`config.mk`:
```
export PLATFORM = sky130hd
export DESIGN_NAME = unsigned_number_formatter
export DESIGN_NICKNAME = d
export VERILOG_FILES = /design/src/rtl/unf_pkg.sv /design/src/rtl/unsigned_number_formatter.sv /design/src/rtl/unf_bcd.sv
export SDC_FILE = /design/constraint.sdc
export NUM_CORES = 1
export LEC_CHECK = 0
export BUFFER_PORTS_ARGS = -buffer_cell sky130_fd_sc_hd__buf_4
export CELL_PAD_IN_SITES_DETAIL_PLACEMENT = 1
export CELL_PAD_IN_SITES_GLOBAL_PLACEMENT = 1
export CORE_MARGIN = 3
export CORE_UTILIZATION = 45
export DETAILED_ROUTE_END_ITERATION = 10
export GPL_TIMING_DRIVEN = 0
export PLACE_DENSITY_LB_ADDON = 0.1
export SYNTH_ARGS = -nofsm -noshare
export SYNTH_HDL_FRONTEND = slang
export SYNTH_HIERARCHICAL = 1
export SYNTH_SLANG_ARGS = --single-unit
```
`constraint.sdc`:
```
create_clock -name clk -period 5.7 [get_ports clk]
set_clock_uncertainty 0.1 [all_clocks]
set_input_delay 0.855 -clock clk [delete_from_list [all_inputs] [get_ports clk]]
set_output_delay 0.855 -clock clk [all_outputs]
set_load 0.02 [all_outputs]
```
`src/rtl/unf_pkg.sv`:
```
// Package with the shared types and constants of the unsigned number formatter.
package unf_pkg;

  localparam int VALUE_W    = 32;
  localparam int NUM_DIGITS = 10;

  typedef logic [NUM_DIGITS-1:0][3:0] digits_t;

  localparam logic [1:0] RADIX_DEC    = 2'd0;
  localparam logic [1:0] RADIX_HEX_LO = 2'd1;

  localparam logic [7:0] CHAR_ZERO    = 8'h30;
  localparam logic [7:0] CHAR_SPACE   = 8'h20;
  localparam logic [7:0] CHAR_UPPER_A = 8'h41;
  localparam logic [7:0] CHAR_LOWER_A = 8'h61;
  localparam logic [7:0] CHAR_NONE    = 8'h00;

  typedef enum logic [2:0] {
    ST_IDLE,
    ST_CONVERT,
    ST_COUNT,
    ST_PLAN,
    ST_EMIT
  } unf_state_t;

endpackage

```
`src/rtl/unsigned_number_formatter.sv`:
```
// Unsigned number formatter top level: printf-style %u / %x / %X text, one character per beat.
// A decimal item runs the bit-serial BCD conversion (one shift per value bit, then its done
// flag), then the count and plan states before its first character; a hex item skips it.
// One item at a time, N characters per item (at least one beat); the output register gives
// one character beat per cycle while the receiver does not stall it.
// Reset (rst, synchronous): returns to idle and drops the output beat; no clearing pass.
module unsigned_number_formatter import unf_pkg::*; #(
  parameter int MAX_FIELD = 63
) (
  input  logic               clk,
  input  logic               rst,
  input  logic               in_valid,
  output logic               in_stall,
  input  logic [VALUE_W-1:0] value,
  input  logic [1:0]         radix_mode,
  input  logic [5:0]         field_width,
  input  logic [6:0]         precision,
  input  logic               left_align,
  input  logic               zero_pad,
  output logic               out_valid,
  input  logic               out_stall,
  output logic [7:0]         out_char,
  output logic               last,
  output logic               empty_res,
  output logic [5:0]         total_count
);

  // Counts of characters never exceed MAX_FIELD, so this width holds all of them.
  localparam int CW = $clog2(MAX_FIELD + 1);

  unf_state_t state, state_next;

  // Captured item fields.
  logic [1:0]  radix_r;
  logic [5:0]  width_r;
  logic [6:0]  prec_r;
  logic        left_r;
  logic        zpad_r;
  logic        zero_val;
  digits_t     digits;

  // Plan of the conversion, built once the digits are known.
  logic [3:0]    nd;
  logic [CW-1:0] zeros;
  logic [CW-1:0] body;
  logic [CW-1:0] pad;
  logic [CW-1:0] total;
  logic [CW-1:0] pos;

  logic    in_fire;
  logic    bcd_start;
  logic    bcd_done;
  digits_t bcd_digits;
  logic    emit_go;

  assign in_fire = in_valid && !in_stall;

  unf_bcd u_bcd (
    .clk    (clk),
    .rst    (rst),
    .start  (bcd_start),
    .value  (value),
    .done   (bcd_done),
    .digits (bcd_digits)
  );

  // Next state.
  always_comb begin
    state_next = state;
    case (state)
      ST_IDLE: begin
        if (in_fire) begin
          state_next = (radix_mode == RADIX_DEC) ? ST_CONVERT : ST_COUNT;
        end
      end
      ST_CONVERT: begin
        if (bcd_done) state_next = ST_COUNT;
      end
      ST_COUNT: state_next = ST_PLAN;
      ST_PLAN:  state_next = ST_EMIT;
      ST_EMIT: begin
        // Leaves after loading the final beat; an empty conversion has one beat.
        if (emit_go && ((total == '0) || (CW'(pos + 1'b1) == total))) begin
          state_next = ST_IDLE;
        end
      end
      default: state_next = ST_IDLE;
    endcase
  end

  // FSM outputs. The input side is open only when idle; the output register lets the
  // next item be taken while the last beat of the previous one still waits.
  always_comb begin
    in_stall  = (state != ST_IDLE);
    bcd_start = (state == ST_IDLE) && in_fire && (radix_mode == RADIX_DEC);
    emit_go   = (state == ST_EMIT) && (!out_valid || !out_stall);
  end

  always_ff @(posedge clk) begin
    if (rst) begin
      state <= ST_IDLE;
    end else begin
      state <= state_next;
    end
  end

  // Capture the item. Hex digits are simply the nibbles of the value.
  always_ff @(posedge clk) begin
    if (in_fire) begin
      radix_r  <= radix_mode;
      width_r  <= field_width;
      prec_r   <= precision;
      left_r   <= left_align;
      zpad_r   <= zero_pad;
      zero_val <= (value == '0);
    end
    if (in_fire && (radix_mode != RADIX_DEC)) begin
      digits <= digits_t'({8'h00, value});
    end else if (bcd_done) begin
      digits <= bcd_digits;
    end
  end

  // Significant digit count: position of the highest nonzero digit, at least one.
  function automatic logic [3:0] count_digits(digits_t d);
    logic [3:0] n;
    n = 4'd1;
    for (int i = 0; i < NUM_DIGITS; i++) begin
      if (d[i] != 4'd0) n = 4'(i + 1);
    end
    return n;
  endfunction

  // Plan arithmetic. A negative precision counts as absent; width and precision both
  // saturate at MAX_FIELD. A zero value with precision zero prints no digits at all.
  logic          prec_given;
  logic [CW-1:0] prec_sat;
  logic [CW-1:0] width_sat;
  logic [CW-1:0] nd_eff;
  logic [CW-1:0] zeros_calc;
  logic [CW-1:0] body_calc;
  logic [CW-1:0] pad_calc;

  always_comb begin
    prec_given = !prec_r[6];
    prec_sat   = (int'(prec_r[5:0]) > MAX_FIELD) ? CW'(MAX_FIELD) : CW'(prec_r[5:0]);
    width_sat  = (int'(width_r) > MAX_FIELD) ? CW'(MAX_FIELD) : CW'(width_r);
    nd_eff     = (prec_given && (prec_sat == '0) && zero_val) ? '0 : CW'(nd);
    zeros_calc = (prec_given && (prec_sat > nd_eff)) ? prec_sat - nd_eff : '0;
    body_calc  = nd_eff + zeros_calc;
    pad_calc   = (width_sat > body_calc) ? width_sat - body_calc : '0;
  end

  always_ff @(posedge clk) begin
    if (state == ST_COUNT) begin
      nd <= count_digits(digits);
    end
    if (state == ST_PLAN) begin
      zeros <= zeros_calc;
      body  <= body_calc;
      pad   <= pad_calc;
      total <= body_calc + pad_calc;
      pos   <= '0;
    end else if (emit_go) begin
      pos <= pos + 1'b1;
    end
  end

  // Character at the current position. Right-aligned text is pad, zeros, digits;
  // left-aligned text is zeros, digits, pad. Digits come out most significant first.
  function automatic logic [7:0] digit_char(logic [3:0] d, logic upper);
    logic [7:0] c;
    if (d < 4'd10) begin
      c = CHAR_ZERO + 8'(d);
    end else if (upper) begin
      c = CHAR_UPPER_A + 8'(d - 4'd10);
    end else begin
      c = CHAR_LOWER_A + 8'(d - 4'd10);
    end
    return c;
  endfunction

  logic [7:0]    pad_char;
  logic [7:0]    cur_char;
  logic [CW-1:0] dig_idx;
  logic          beat_last;
  logic          beat_empty;

  always_comb begin
    pad_char   = zpad_r ? CHAR_ZERO : CHAR_SPACE;
    dig_idx    = left_r ? (body - 1'b1 - pos) : (total - 1'b1 - pos);
    beat_empty = (total == '0);
    beat_last  = beat_empty || (CW'(pos + 1'b1) == total);
    if (beat_empty) begin
      cur_char = CHAR_NONE;
    end else if (!left_r) begin
      if (pos < pad) begin
        cur_char = pad_char;
      end else if (pos < CW'(pad + zeros)) begin
        cur_char = CHAR_ZERO;
      end else begin
        cur_char = digit_char(digits[dig_idx[3:0]], radix_r != RADIX_HEX_LO);
      end
    end else begin
      if (pos < zeros) begin
        cur_char = CHAR_ZERO;
      end else if (pos < body) begin
        cur_char = digit_char(digits[dig_idx[3:0]], radix_r != RADIX_HEX_LO);
      end else begin
        cur_char = pad_char;
      end
    end
  end

  // Output register: holds a beat until it is taken.
  always_ff @(posedge clk) begin
    if (rst) begin
      out_valid <= 1'b0;
    end else if (emit_go) begin
      out_valid <= 1'b1;
    end else if (!out_stall) begin
      out_valid <= 1'b0;
    end
  end

  always_ff @(posedge clk) begin
    if (emit_go) begin
      out_char    <= cur_char;
      last        <= beat_last;
      empty_res   <= beat_empty;
      total_count <= beat_last ? 6'(total) : 6'd0;
    end
  end

  a_empty_is_last: assert property (@(posedge clk) disable iff (rst)
    out_valid && empty_res |-> last && (total_count == 6'd0))
    else $error("empty beat not marked as the last one");

  a_count_on_last: assert property (@(posedge clk) disable iff (rst)
    out_valid && !last |-> (total_count == 6'd0))
    else $error("character count on a beat that is not the last");

  a_accept_starts: assert property (@(posedge clk) disable iff (rst)
    in_fire |=> (state == ST_CONVERT) || (state == ST_COUNT))
    else $error("accepted item did not start a conversion");

  a_pos_in_range: assert property (@(posedge clk) disable iff (rst)
    (state == ST_EMIT) && (total != '0) |-> (pos < total))
    else $error("emit position ran past the end of the text");

endmodule

```
`src/rtl/unf_bcd.sv`:
```
// Bit-serial binary to BCD converter (shift and add-3), one input bit per cycle.
module unf_bcd import unf_pkg::*; (
  input  logic               clk,
  input  logic               rst,
  input  logic               start,
  input  logic [VALUE_W-1:0] value,
  output logic               done,
  output digits_t            digits
);

  localparam int CNT_W = $clog2(VALUE_W);

  logic [VALUE_W-1:0] shreg;
  logic [CNT_W-1:0]   cnt;
  logic               busy;
  digits_t            adjusted;

  // Each BCD digit of five or more gets three added before the shift.
  always_comb begin
    for (int i = 0; i < NUM_DIGITS; i++) begin
      adjusted[i] = (digits[i] >= 4'd5) ? digits[i] + 4'd3 : digits[i];
    end
  end

  always_ff @(posedge clk) begin
    if (rst) begin
      busy <= 1'b0;
      done <= 1'b0;
      cnt  <= '0;
    end else begin
      done <= busy && (cnt == CNT_W'(VALUE_W - 1));
      if (start && !busy) begin
        busy <= 1'b1;
        cnt  <= '0;
      end else if (busy) begin
        cnt <= cnt + 1'b1;
        if (cnt == CNT_W'(VALUE_W - 1)) begin
          busy <= 1'b0;
        end
      end
    end
  end

  always_ff @(posedge clk) begin
    if (start && !busy) begin
      shreg  <= value;
      digits <= '0;
    end else if (busy) begin
      {digits, shreg} <= {adjusted, shreg} << 1;
    end
  end

  function automatic logic all_bcd(digits_t d);
    logic ok;
    ok = 1'b1;
    for (int i = 0; i < NUM_DIGITS; i++) begin
      if (d[i] > 4'd9) ok = 1'b0;
    end
    return ok;
  endfunction

  a_done_after_busy: assert property (@(posedge clk) disable iff (rst)
    done |-> $past(busy))
    else $error("conversion done without a running conversion");

  a_digits_decimal: assert property (@(posedge clk) disable iff (rst)
    done |-> all_bcd(digits))
    else $error("converted digit out of decimal range");

  a_no_restart: assert property (@(posedge clk) disable iff (rst)
    busy && (cnt != CNT_W'(VALUE_W - 1)) |=> busy)
    else $error("conversion stopped early");

endmodule

```
# Word level (Yosys, flattened, before mapping)
# Index checks and enable logic that the tools add are counted.
[totals]
wordCells = 182
reg_bits = 191
[classes]
n_eq_ne = 11
magnitude_cmp = 18
muxes = 46
reduce_logical = 39
addsub = 25
[ops]
columns = ["cell", "count"]
rows = [
  ["$mux W32", 4],
  ["$mux W4", 17],
  ["$mux W8", 7],
  ["$ge A4 B3 Y1 const B", 10],
  ["$add A4 B2 Y4 const B", 9],
  ["$reduce_bool A4 Y1", 9],
  ["$logic_not A32 Y1", 1],
  ["$lt A6 B6 Y1", 4],
  ["$add A7 B8 Y8 const A", 2],
  ["$bmux W4 S4", 1],
  ["$pmux W3 S5", 1],
  ["$add A6 B6 Y6", 2],
  ["$logic_not A6 Y1", 2],
  ["$mux W3", 4],
  ["$mux W6", 2],
  ["$logic_and A1 B1 Y1", 11],
  ["$mux W2", 4],
  ["$sub A4 B1 Y4 const B", 2],
  ["$sub A4 B4 Y4", 2],
  ["$add A6 B4 Y7 const A", 1],
  ["$add A4 B6 Y6", 1],
  ["$add A6 B1 Y6 const B", 1],
  ["$eq A3 B2 Y1 const B", 2],
  ["$eq A6 B6 Y1", 1],
  ["25 further kinds", 39],
]

# Depth between registers and ports, before layout
[logic_depth]
depth_word = 12
mapped_depth = 28
mapped_depth_nobuf = 28

# Cells and area by module
# The synthesis kept the hierarchy.
[by_module_without_submodules]
columns = ["module", "cells_per_inst", "instances", "area_per_inst_um2"]
rows = [
  ["unsigned_number_formatter", 577, 1, 6841.6],
  ["unf_bcd", 412, 1, 4265.3],
]

# Worst setup path after synthesis
# Ideal clock, no wire load.
[synth_path]
path_kind = "flip-flop to flip-flop"
from = "register prec_r[1]"
to = "register total[5] (data pin)"
slack_ps = -188
arrival_time_ps = 5526
period_less_slack_ps = 5888
required_time_ps = 5337
n_path_buf = 0
path_stages_with_launch = 28
path_cell_list = "edfxtp_1 nor4b_2 nand3_1 and2_1 ha_1 fa_1 nand3b_1 nand2_1 nand2_1 a21o_1 nor2_1 ha_1 a41o_1 a21oi_1 xnor2_1 inv_1 ha_1 and4_1 or2_2 maj3_2 a2bb2oi_4 nand2b_1 inv_1 ha_1 nand2_1 nor3_2 o41ai_2 xnor2_1"
[synth_via]
elab_chain_cells = 11
[synth_lines]
columns = ["item", "line_no", "text"]
rows = [
  ["start, declared", "unsigned_number_formatter.sv:36", "logic [6:0] prec_r;"],
  ["start signal, assigned", "unsigned_number_formatter.sv:112", "prec_r <= precision;"],
  ["$logic_not A6 Y1", "unsigned_number_formatter.sv:148", "nd_eff = (prec_given && (prec_sat == '0) && zero_val) ? '0 : CW'(nd);"],
  ["$logic_and A1 B1 Y1 (2 in a row)", "unsigned_number_formatter.sv:148", ""],
  ["$mux W4", "unsigned_number_formatter.sv:148", ""],
  ["$gt A6 B4 Y1", "unsigned_number_formatter.sv:149", "zeros_calc = (prec_given && (prec_sat > nd_eff)) ? prec_sat - nd_eff : '0;"],
  ["$logic_and A1 B1 Y1", "unsigned_number_formatter.sv:149", ""],
  ["$mux W6 *", "unsigned_number_formatter.sv:149", ""],
  ["net zeros_calc[1]", "unsigned_number_formatter.sv:140", "logic [CW-1:0] zeros_calc;"],
  ["$add A4 B6 Y6 *", "unsigned_number_formatter.sv:150", "body_calc = nd_eff + zeros_calc;"],
  ["net body_calc[3]", "unsigned_number_formatter.sv:141", "logic [CW-1:0] body_calc;"],
  ["$gt A6 B6 Y1 *", "unsigned_number_formatter.sv:151", "pad_calc = (width_sat > body_calc) ? width_sat - body_calc : '0;"],
  ["$mux W6 *", "unsigned_number_formatter.sv:151", ""],
  ["net pad_calc[1]", "unsigned_number_formatter.sv:142", "logic [CW-1:0] pad_calc;"],
  ["$add A6 B6 Y6 *", "unsigned_number_formatter.sv:162", "total <= body_calc + pad_calc;"],
  ["end signal, assigned", "unsigned_number_formatter.sv:162", ""],
  ["end, declared", "unsigned_number_formatter.sv:47", "logic [CW-1:0] total;"],
]
# Mark *: on every way through the listed nets, which the timed path passes. The rest lies on a longest branch.
# A chain may end at the register's enable or synchronous reset.

# Worst setup path after layout
[layout_path]
from = "register prec_r[5]"
to = "register total[5] (data pin)"
# Same word-level chain as after synthesis.

==> impl_metrics.env <==
export IMPL_ff2ff_setup_slack_ps=-300
export IMPL_multi_input_comb_area_mm2=0.00584
export IMPL_clock_latency_ps=450
export IMPL_grt_pass1_wl_um=50200
export IMPL_holdWs_ps=415
export IMPL_synth_ff_type="edfxtp_1"
export IMPL_nets=1263
export IMPL_dr_pass1_iters=5
export IMPL_fill_cells=2524
export IMPL_num_vias=8393
export IMPL_core_mm2=0.0239
export IMPL_worstMarginPinSlew_ps=1250
export IMPL_critPathLaunchType="register"
export IMPL_placed_area_mm2=0.0121
export IMPL_synth_cell_type_count=75
export IMPL_power_uw=6220
export IMPL_synth_fp_nets=1127
export IMPL_layout_commonest_cell="edfxtp_1"
export IMPL_gp_congestion=0.833
export IMPL_syn_area_per_cell_um2=11.2
export IMPL_setup_ws_ps=-299
export IMPL_syn_inst=989
export IMPL_synth_edf_count=126
export IMPL_die_y_um=163
export IMPL_final_max_slew_viol_count=0
export IMPL_period_share_pct=105
export IMPL_r2r_start="prec_r[5]"
export IMPL_layout_drive_gt1_share_pct=28.8
export IMPL_antenna_found_initial=0
export IMPL_powerDensity_mw_per_mm2=464
export IMPL_drt_iter0_markers=608
export IMPL_rsz0062_at_grt="true"
export IMPL_min_from="out_valid"
export IMPL_ys_seq_elements=191
export IMPL_first_global_vias=8806
export IMPL_clockBufferDepth=2
export IMPL_clockRootBuffer="clkbuf_16"
export IMPL_required_ps=5790
export IMPL_yosysWarningCount=6
export IMPL_antennaDiodeCount=0
export IMPL_period_minus_slack_ps=6000
export IMPL_htree_levels=4
export IMPL_routedWlPerCell_um=22.4
export IMPL_place_ws_ps=-753
export IMPL_clock_sinks=191
export IMPL_slew_limit_headroom_pct=15.8
export IMPL_fmax_mhz=167
export IMPL_die_x_um=163
export IMPL_end_kind="register"
export IMPL_status="finished with violations"
export IMPL_grt_remaining_overflow=0
export IMPL_hold_violations=0
export IMPL_failed_checks="negative setup slack"
export IMPL_grt_start_max_net_pins=33
export IMPL_syn2layout_area_growth_pct=20.7
export IMPL_cts_reportedPaths_clkPinSlew_ps=80
export IMPL_path_max_fanout=6
export IMPL_maxCapViolCount=0
export IMPL_placementRows=56
export IMPL_holdBufCountCts=0
export IMPL_cts_tree="done"
export IMPL_start_util_pct=46.5
export IMPL_register_area_mm2=0.00508
export IMPL_ir_drop_mv=0.216
export IMPL_async_flop_share_pct=0
export IMPL_p_leak_uw=0.00524
export IMPL_postLayoutCellArea_mm2=0.0134
export IMPL_ios=71
export IMPL_hold_path_depth=2
export IMPL_vias_per_cell=5.76
export IMPL_critPathKind="reg -> reg"
export IMPL_dp_hpwl_um=22200
export IMPL_ys_seq_area_share_pct=45.8
export IMPL_hold_class="reg -> reg"
export IMPL_tns_ps=-930
export IMPL_route_detailed_drc=0
export IMPL_grt_use_total_pct=24.7
export IMPL_min_to="out_valid"
export IMPL_final_cell_mix="126 x edfxtp_1, 120 x buf_4, 70 x ha_1, 67 x mux2_2, 65 x dfxtp_1"
export IMPL_ant_nets=0
export IMPL_worst_r2r_endpoint="total[5]"
export IMPL_drt_total_wl_um=32700
export IMPL_setup_viol=5
export IMPL_r2r_cells=27
export IMPL_cts_buffers=17
export IMPL_synth_area_mm2=0.0111
export IMPL_arrival_ps=6080
export IMPL_port_buffers=70
export IMPL_die_area_mm2=0.0266
[registers in the layout, indices dropped and copies added, names as in the netlist, 6 cells and up]
register / cells
digits: 40
out_char: 8
total_count: 6
zeros: 6
u_bcd/digits: 40
body: 6
prec_r: 7
pos: 6
total: 6
u_bcd/shreg: 32
pad: 6
width_r: 6
[cells in the mapped netlist (all sizes together) (7+ instances only)]
| cell | number | area (um^2) |
|---|---|---|
| a21o | 15 | 113 |
| buf | 25 | 173 |
| nand2b | 18 | 113 |
| mux2i | 24 | 278 |
| nor2 | 46 | 183 |
| o21ai | 31 | 155 |
| a311o | 9 | 90.1 |
| nor4 | 24 | 150 |
| nor2b | 22 | 138 |
| o22ai | 13 | 81.3 |
| a2111oi | 9 | 110 |
| nand2 | 65 | 244 |
| a2111o | 10 | 113 |
| a211oi | 10 | 75.1 |
| nor3 | 17 | 90.1 |
| xnor2 | 30 | 270 |
| nand3 | 18 | 95.1 |
| mux2 | 69 | 781 |
| inv | 69 | 262 |
| xor2 | 16 | 140 |
| a21oi | 57 | 289 |
| clkbuf | 14 | 60.1 |
| dfxtp | 65 | 1300 |
| ha | 78 | 976 |
| fa | 7 | 140 |
| o32a | 8 | 80.1 |
| nor3b | 15 | 113 |
| edfxtp | 126 | 3780 |
| nand4 | 14 | 87.6 |
[stage by stage]
step	cells	util (%)
2_1_floorplan	989	-
3_3_place_gp	1378	50.4
3_5_place_dp	1381	50.6
4_1_cts	1444	55.3
5_1_grt	1457	56.1
6_report	1457	56.1
[worst max path at each step]
stage / from / end / slack [ps] / cells after the start
final: prec_r[5] / total[5] / -300 / 27
after global routing: prec_r[4] / total[5] / -500 / 27
after CTS: prec_r[6] / total[5] / -80 / 27
after detailed placement: prec_r[6] / total[5] / -750 / 27
after global placement: prec_r[6] / total[5] / -670 / 26
after floorplan: prec_r[1] / total[4] / 4 / 26
[routing by layer]
metal,share of wire [%],track usage (%),vias to the layer above
met5,0,0,-
li1,-,-,3938
met1,45,33.9,4193
met2,48,41.7,225
met4,1.2,5.42,0
met3,5.2,3.40,37
[critical path, stage by stage (launching register included)]
cell and delay, ps:
edfxtp_1 440, nor2_2 320, nand3_2 170, and2_4 190
ha_4 160, fa_2 330, nand3b_1 210, nand2_2 100
nand2_2 50, a21o_4 220, nor2_4 180, ha_4 230
a41o_1 230, a21oi_2 220, nor2b_1 80, o21ai_1 170
xor2_1 260, inv_1 120, ha_4 300, nand2_2 40
a21o_1 180, a2bb2oi_4 260, nand2b_4 200, inv_4 50
ha_4 150, or2_4 240, o41ai_4 390, xnor2_2 130
[cell families after synthesis]
family / share of synthesized area, %
and+or+nand+nor: 13.0
DFF: 45.8
AOI/OAI and AO/OA: 12.0
buffers and inverters: 4.45
muxes: 10.8
adders and majority gates: 10.2
xor gates and xnor gates: 3.69
[power by group]
| group | leakage (uW) | switching [uW] | total (uW) | internal, uW |
|---|---|---|---|---|
| Sequential | 0.00171 | 304 | 2090 | 1780 |
| Clock | 0.000315 | 607 | 1360 | 753 |
| Combinational | 0.00321 | 1480 | 2770 | 1290 |
| Total | 0.00524 | 2390 | 6220 | 3830 |
[area by class of cell]
type | instances | share of cell area (%)
multi-input cells | 690 | 43.6
inverters | 69 | 1.99
repair buffers | 117 | 6.94
well taps | 319 | 2.98
clock inverters | 15 | 1.66
plain buffers | 39 | 1.74
clock buffers | 17 | 3.17
flip-flops and latches | 191 | 37.9
[what timing repair did]
action / in CTS / in global routing
gates resized for setup: 46 / 13
gates cloned: 0 / 0
pin swaps: 34 / 29
setup buffers: 31 / 12
endpoints found under the setup margin: 5 / 6
hold endpoints to repair: 0 / 0
Power figures use the tool's default switching activity.
